`src/cbkv_pkg.sv`:
```
// ----------------------------------------------------------------------------
// Crit-bit key-value table package
// Request and result beat types, request and status codes, fixed widths.
// ----------------------------------------------------------------------------
package cbkv_pkg;

    localparam int KEY_BITS   = 64;
    localparam int SPLIT_BITS = 6;
    localparam int DEPTH_BITS = 7;
    localparam int MAX_DEPTH  = 64;
    localparam int SCAN_STEPS = 8;
    localparam int SCAN_BITS  = 8;

    localparam logic [1:0] REQ_INSERT = 2'd0;
    localparam logic [1:0] REQ_REMOVE = 2'd1;
    localparam logic [1:0] REQ_LOOKUP = 2'd2;
    localparam logic [1:0] REQ_OTHER  = 2'd3;

    localparam logic [1:0] STATUS_OK        = 2'd0;
    localparam logic [1:0] STATUS_NOT_FOUND = 2'd1;
    localparam logic [1:0] STATUS_DUPLICATE = 2'd2;
    localparam logic [1:0] STATUS_FULL      = 2'd3;

    typedef struct packed {
        logic [1:0]  req_type;
        logic [63:0] key;
        logic [31:0] value;
    } req_t;

    typedef struct packed {
        logic [1:0]  status;
        logic [31:0] value_out;
    } res_t;

    typedef struct packed {
        logic node;
        logic c0;
        logic c1;
    } nm_wen_t;

    typedef struct packed {
        logic push;
        logic pop;
    } fl_cmd_t;

endpackage

```
`src/cbkv_bitscan.sv`:
```
// ----------------------------------------------------------------------------
// Crit-bit lowest set bit finder
// Finds the lowest set bit of a nonzero 64-bit word, one byte per cycle.
// ----------------------------------------------------------------------------
module cbkv_bitscan (
    input  logic        clk,
    input  logic        rst_n,
    input  logic        start,
    input  logic [63:0] diff,
    output logic        done,
    output logic [5:0]  pos
);

    logic [63:0] diff_reg;
    logic [2:0]  idx_reg;
    logic        run_reg;
    logic        done_reg;
    logic [5:0]  pos_reg;
    logic [7:0]  sel_byte;
    logic [2:0]  bit_pos;

    assign done = done_reg;
    assign pos  = pos_reg;

    always_comb
    begin
        sel_byte = diff_reg[{idx_reg, 3'b000} +: cbkv_pkg::SCAN_BITS];
        bit_pos  = 3'd0;
        for (int i = cbkv_pkg::SCAN_STEPS - 1; i >= 0; i--)
        begin
            if (sel_byte[i])
            begin
                bit_pos = 3'(i);
            end
        end
    end

    always_ff @(posedge clk or negedge rst_n)
    begin
        if (!rst_n)
        begin
            diff_reg <= '0;
            idx_reg  <= '0;
            run_reg  <= 1'b0;
            done_reg <= 1'b0;
            pos_reg  <= '0;
        end
        else
        begin
            done_reg <= 1'b0;
            if (start)
            begin
                diff_reg <= diff;
                idx_reg  <= '0;
                run_reg  <= 1'b1;
            end
            else if (run_reg)
            begin
                if (sel_byte != '0)
                begin
                    pos_reg  <= {idx_reg, bit_pos};
                    done_reg <= 1'b1;
                    run_reg  <= 1'b0;
                end
                else
                begin
                    idx_reg <= idx_reg + 3'd1;
                end
            end
        end
    end

endmodule
```
`config.mk`:
```
export PLATFORM = sky130hd
export DESIGN_NAME = cbkv_bitscan
export DESIGN_NICKNAME = d
export VERILOG_FILES = /design/src/cbkv_pkg.sv /design/src/cbkv_bitscan.sv
export SDC_FILE = /design/constraint.sdc
export NUM_CORES = 1
export LEC_CHECK = 0
export BUFFER_PORTS_ARGS = -buffer_cell sky130_fd_sc_hd__buf_4
export CORE_ASPECT_RATIO = 0.75
export CORE_MARGIN = 5
export CORE_UTILIZATION = 43
export CTS_CLUSTER_SIZE = 8
export DETAILED_ROUTE_END_ITERATION = 16
export PLACE_DENSITY = 0.65
export SLEW_MARGIN = 20
export SYNTH_ARGS = -nofsm -noshare
export SYNTH_HDL_FRONTEND = slang
export SYNTH_SLANG_ARGS = --single-unit
```
`constraint.sdc`:
```
create_clock -name clk -period 2.8 [get_ports clk]
set_clock_uncertainty 0.15 [all_clocks]
set_input_delay 0.28 -clock clk [delete_from_list [all_inputs] [get_ports clk]]
set_output_delay 0.28 -clock clk [all_outputs]
set_load 0.005 [all_outputs]
```
# ---- Word-level counts from Yosys, hierarchy flattened
# Index checks and enable logic that the tools add are counted.
dict set report totals {
  regBits 75
  input_bits 67
  output_inout_bits 7
  word_cells 30
}
dict set report classes {
  addsub 1
  eq_ne 1
  shift 1
  muxes 17
  n_bitwise 1
  n_reduce_logical 4
}
# operator n
set ops {}
lappend ops {{$shiftx A64 B7 Y8} 1}
lappend ops {{$mux W3} 11}
lappend ops {{$reduce_bool A8 Y1} 1}
lappend ops {{$mux W1} 6}
lappend ops {{$add A3 B1 Y3 const B} 1}
lappend ops {{$reduce_and A3 Y1} 1}
lappend ops {{$ne A2 B2 Y1 const B} 1}
lappend ops {{$reduce_and A2 Y1} 1}
lappend ops {{$reduce_bool A2 Y1} 1}
lappend ops {{$not A1 Y1} 1}

# ---- Logic depth before layout (Yosys ltp)
dict set report depth {
  word_depth 9
  ltp_mapped 7
  mapped_depth_nobuf 5
}

# ---- Worst setup path before layout
# No wires, ideal clock.
dict set report synth_timing {
  kind {register to register}
  start {register idx_reg[0]}
  end {register pos_reg[0], in the netlist pos[0]}
  setup_time_ns 0.125
  arrival_time_ns 2.191
  required_time_ns 2.525
  slack_ns 0.334
  stages_incl_launch_ff 8
  n_path_buf 2
  synth_period_minus_slack_ns 2.466
  cell_sequence {dfrtp_1 -> buf_6 -> buf_8 -> mux4_1 -> mux2i_1 -> nand4_2 -> o21ai_4 -> mux2_2}
}
dict set report synth_between {
  elab_chain_cells 9
  elab_cells_between_ends 11
  classes_between {shift (1); mux (8); reduce/logical (2)}
}
# element line_no
set synth_rtl {}
lappend synth_rtl {{start, declared} cbkv_bitscan.sv:15} ;# logic [2:0] idx_reg;
lappend synth_rtl {{start signal, assigned} cbkv_bitscan.sv:67} ;# idx_reg <= idx_reg + 3'd1;
lappend synth_rtl {{$shiftx A64 B7 Y8 (*)} cbkv_bitscan.sv:27} ;# sel_byte = diff_reg[{idx_reg, 3'b000} +: cbkv_pkg::SCAN_BITS];
lappend synth_rtl {{$mux W3 (8 in series)} cbkv_bitscan.sv:31} ;# if (sel_byte[i])
lappend synth_rtl {{end signal, assigned} cbkv_bitscan.sv:61} ;# pos_reg <= {idx_reg, bit_pos};
lappend synth_rtl {{end, declared} cbkv_bitscan.sv:18} ;# logic [5:0] pos_reg;
# Every way passes the cells marked *; elsewhere a longest branch is shown, timed or not.
# A chain may end at the register's enable or synchronous reset.

# ---- Final worst setup path
# Same ends and word-level chain as after synthesis.

==> flow_summary_export.csv <==
group,metric,value,unit
yosys,ys_seq_area_share,54.6,%
routing,dr.first_iter.drc_count,63,
layout,drive_gt1_share,55.9,%
flow_run,cap_violations,0,
layout,mostFrequentLayoutCells,"buf_4 (78), dfrtp_1 (75), mux2_2 (72)",
global_routing,grt_max_degree,76,
yosys,syn_nets,282,
routing,wl,6830,µm
routing,num_vias,2145,
placement,hpwlAfterDp,4900,µm
die,std_cell_rows,28,
critical_path,arrival,2720,ps
routing,dr.pass1.iters,4,
critical_path,startpoint_type,"register",
min_path,hold_depth,2,
sta,finalCritPeriodShare,94.2,%
critical_path,reg2reg_from,"idx_reg[0]$_DFFE_PN0P_",
layout,syn_to_final_growth,32.2,%
sta,post-route-min-period,2640,ps
yosys,synth-seq-cells,75,
clock_tree,cts_root_buffer,"clkbuf_8",
die,die-area,0.00990,mm²
placement,io_buffers,73,
die,start_util,43.8,%
critical_path,reg2regPathDepth,6,
global_routing,antenna_found_initial,0,
min_path,min_to,"diff_reg[15]$_DFFE_PN0P_",
sta,hold_viol_final,0,
sta,finalSetupTns,0,ps
global_routing,grt_overflow_total,0,
run_status,status,"finished, final reports clean",
routing,drc,0,
yosys,yosysWarnings,0,
min_path,hold_path_startpoint,"diff[15]",
layout,largest_reg_flops,64,
critical_path,worstSetupPathType,"register to register",
layout,final_common_cell,"buf_4",
global_routing,grt_pass1_wl,11000,µm
layout,fillers,667,
yosys,synth_cells,214,
critical_path,required,2880,ps
die,pin_count,74,
global_routing,first_global_vias,2231,
placement,place_congestion,0.779,
power,total_power,2.33,mW
power,p_per_area,512,mW/mm²
yosys,synth-main-ff-cell,"dfrtp_1",
layout,postLayoutCellArea,0.00454,mm²
sta,final-setup-viol-count,0,
clock_tree,cts_buffer_depth,2,
global_routing,grt_usage,14.6,%
clock_tree,cts-htree-levels,3,
power,leakage,2.04,nW
sta,maxSlewHeadroom,38.8,%
yosys,syn_avg_cell_area,16.1,µm²
clock_tree,clk_pin_slew,70,ps
sta,fmax,379,MHz
placement,placed_cell_area,0.00410,mm²
critical_path,endpoint_kind,"register",
sta,worst_pin_slew,918,ps
yosys,async_flop_share,100,%
yosys,synth_cell_types,28,
die,coreArea,0.00785,mm²
layout,nets,385,
layout,diodes,0,
clock_tree,cts-buffers-inserted,9,
clock_tree,cts_tree,"done",
critical_path,reg2reg_to,"pos[0]$_DFFE_PN0P_",
critical_path,reg2reg_slack,160,ps
routing,vias_per_cell,5.02,
yosys,synth_edf_count,0,
yosys,syn-cell-area,0.00344,mm²
sta,rsz0062_at_grt,"no",
routing,post_drt_wl_per_cell,16.0,µm
die,die_y,87.4,µm
min_path,worstHoldPathType,"input pin to register",
clock_tree,cts.sinks,75,
routing,ant_nets,0,
critical_path,worstPathMaxFanout,7,
clock_tree,clock_latency,340,ps
sta,slew_violations,0,
power,vdd_ir_drop_max,286,µV
die,die-width,113,µm
[cell type report]
| cell class | instances | area (µm²) | area share [%] |
|---|---|---|---|
| timing repair buffer | 105 | 866 | 19.1 |
| inverter | 3 | 11.3 | 0.248 |
| tap | 105 | 131 | 2.89 |
| sequential | 75 | 1880 | 41.3 |
| multi-input combinational | 123 | 1480 | 32.6 |
| clock inverter | 5 | 37.5 | 0.826 |
| clock buffer | 11 | 141 | 3.11 |
[where the power goes]
part / switching (mW) / internal (mW)
sequential: 0.0551 / 1.19
clock: 0.387 / 0.349
combinational: 0.121 / 0.228
total: 0.564 / 1.76
[stage by stage]
step	cells	util (%)	setup WS [ps]	hold slack [ps]
5_1_grt	427	57.9	5.08	0.0310
6_report	427	57.9	163	20.0
3_3_place_gp	385	52.3	228	333
2_1_floorplan	214	-	334	-166
4_1_cts	423	57.4	172	0.605
3_5_place_dp	385	52.3	183	334
[timing repair]
item | CTS | global route
setup buffers | 0 | 0
hold buffers | 22 | 4
hold endpoints to repair | 96 | 4
resized for setup | 0 | 0
[layer usage]
layer  up-vias  global-route usage, %  wire length, µm
met3         7                   4.44              351
met2        50                   22.6             3270
li1       1002                      -                -
met4         0                   5.57               79
met1      1086                   19.4             3130
met5         -                      0                0
[critical path: stages (launching register included)]
cell and delay [ps]:
dfrtp_1 400, buf_4 210, mux4_1 580, mux2i_1 310, nand4_2 230, o21ai_4 280
mux2_2 360
[cell families (layout without fill, tap and decap cells)]
group,after synthesis,count (layout),share of synthesized area [%]
AO/OA/AOI/OAI,8,8,1.78
adder cells (fa/ha/maj),1,1,0.364
buffers and inverters,16,124,2.33
flip-flops,75,75,54.6
multiplexers,99,99,38.1
AND/OR/NAND/NOR,15,15,2.77
[Yosys cell counts (2+ instances only)]
library cell | number | area share [%]
mux2_1 | 2 | 0.66
nand2_1 | 2 | 0.22
mux4_1 | 7 | 5.4
inv_1 | 3 | 0.33
clkbuf_1 | 10 | 1.1
nor2b_1 | 2 | 0.36
mux4_2 | 9 | 5.9
dfrtp_1 | 75 | 55
mux2_2 | 72 | 24
nand2b_1 | 2 | 0.36
mux2i_1 | 9 | 2.6
a21oi_1 | 2 | 0.29
nand4_2 | 2 | 0.73
nor2_1 | 3 | 0.33
[worst max path at each step]
stage,depth (start not counted),end,slack (ps),startpoint
finish,6,pos[0]$_DFFE_PN0P_,160,idx_reg[0]$_DFFE_PN0P_
global placement,6,pos[1]$_DFFE_PN0P_,230,idx_reg[0]$_DFFE_PN0P_
global route,6,idx_reg[0]$_DFFE_PN0P_,5,idx_reg[0]$_DFFE_PN0P_
detailed placement,6,pos[0]$_DFFE_PN0P_,180,idx_reg[0]$_DFFE_PN0P_
CTS,6,idx_reg[0]$_DFFE_PN0P_,170,idx_reg[0]$_DFFE_PN0P_
floorplan,7,pos[0]$_DFFE_PN0P_,330,idx_reg[0]$_DFFE_PN0P_
Power figures use the tool's default switching activity.
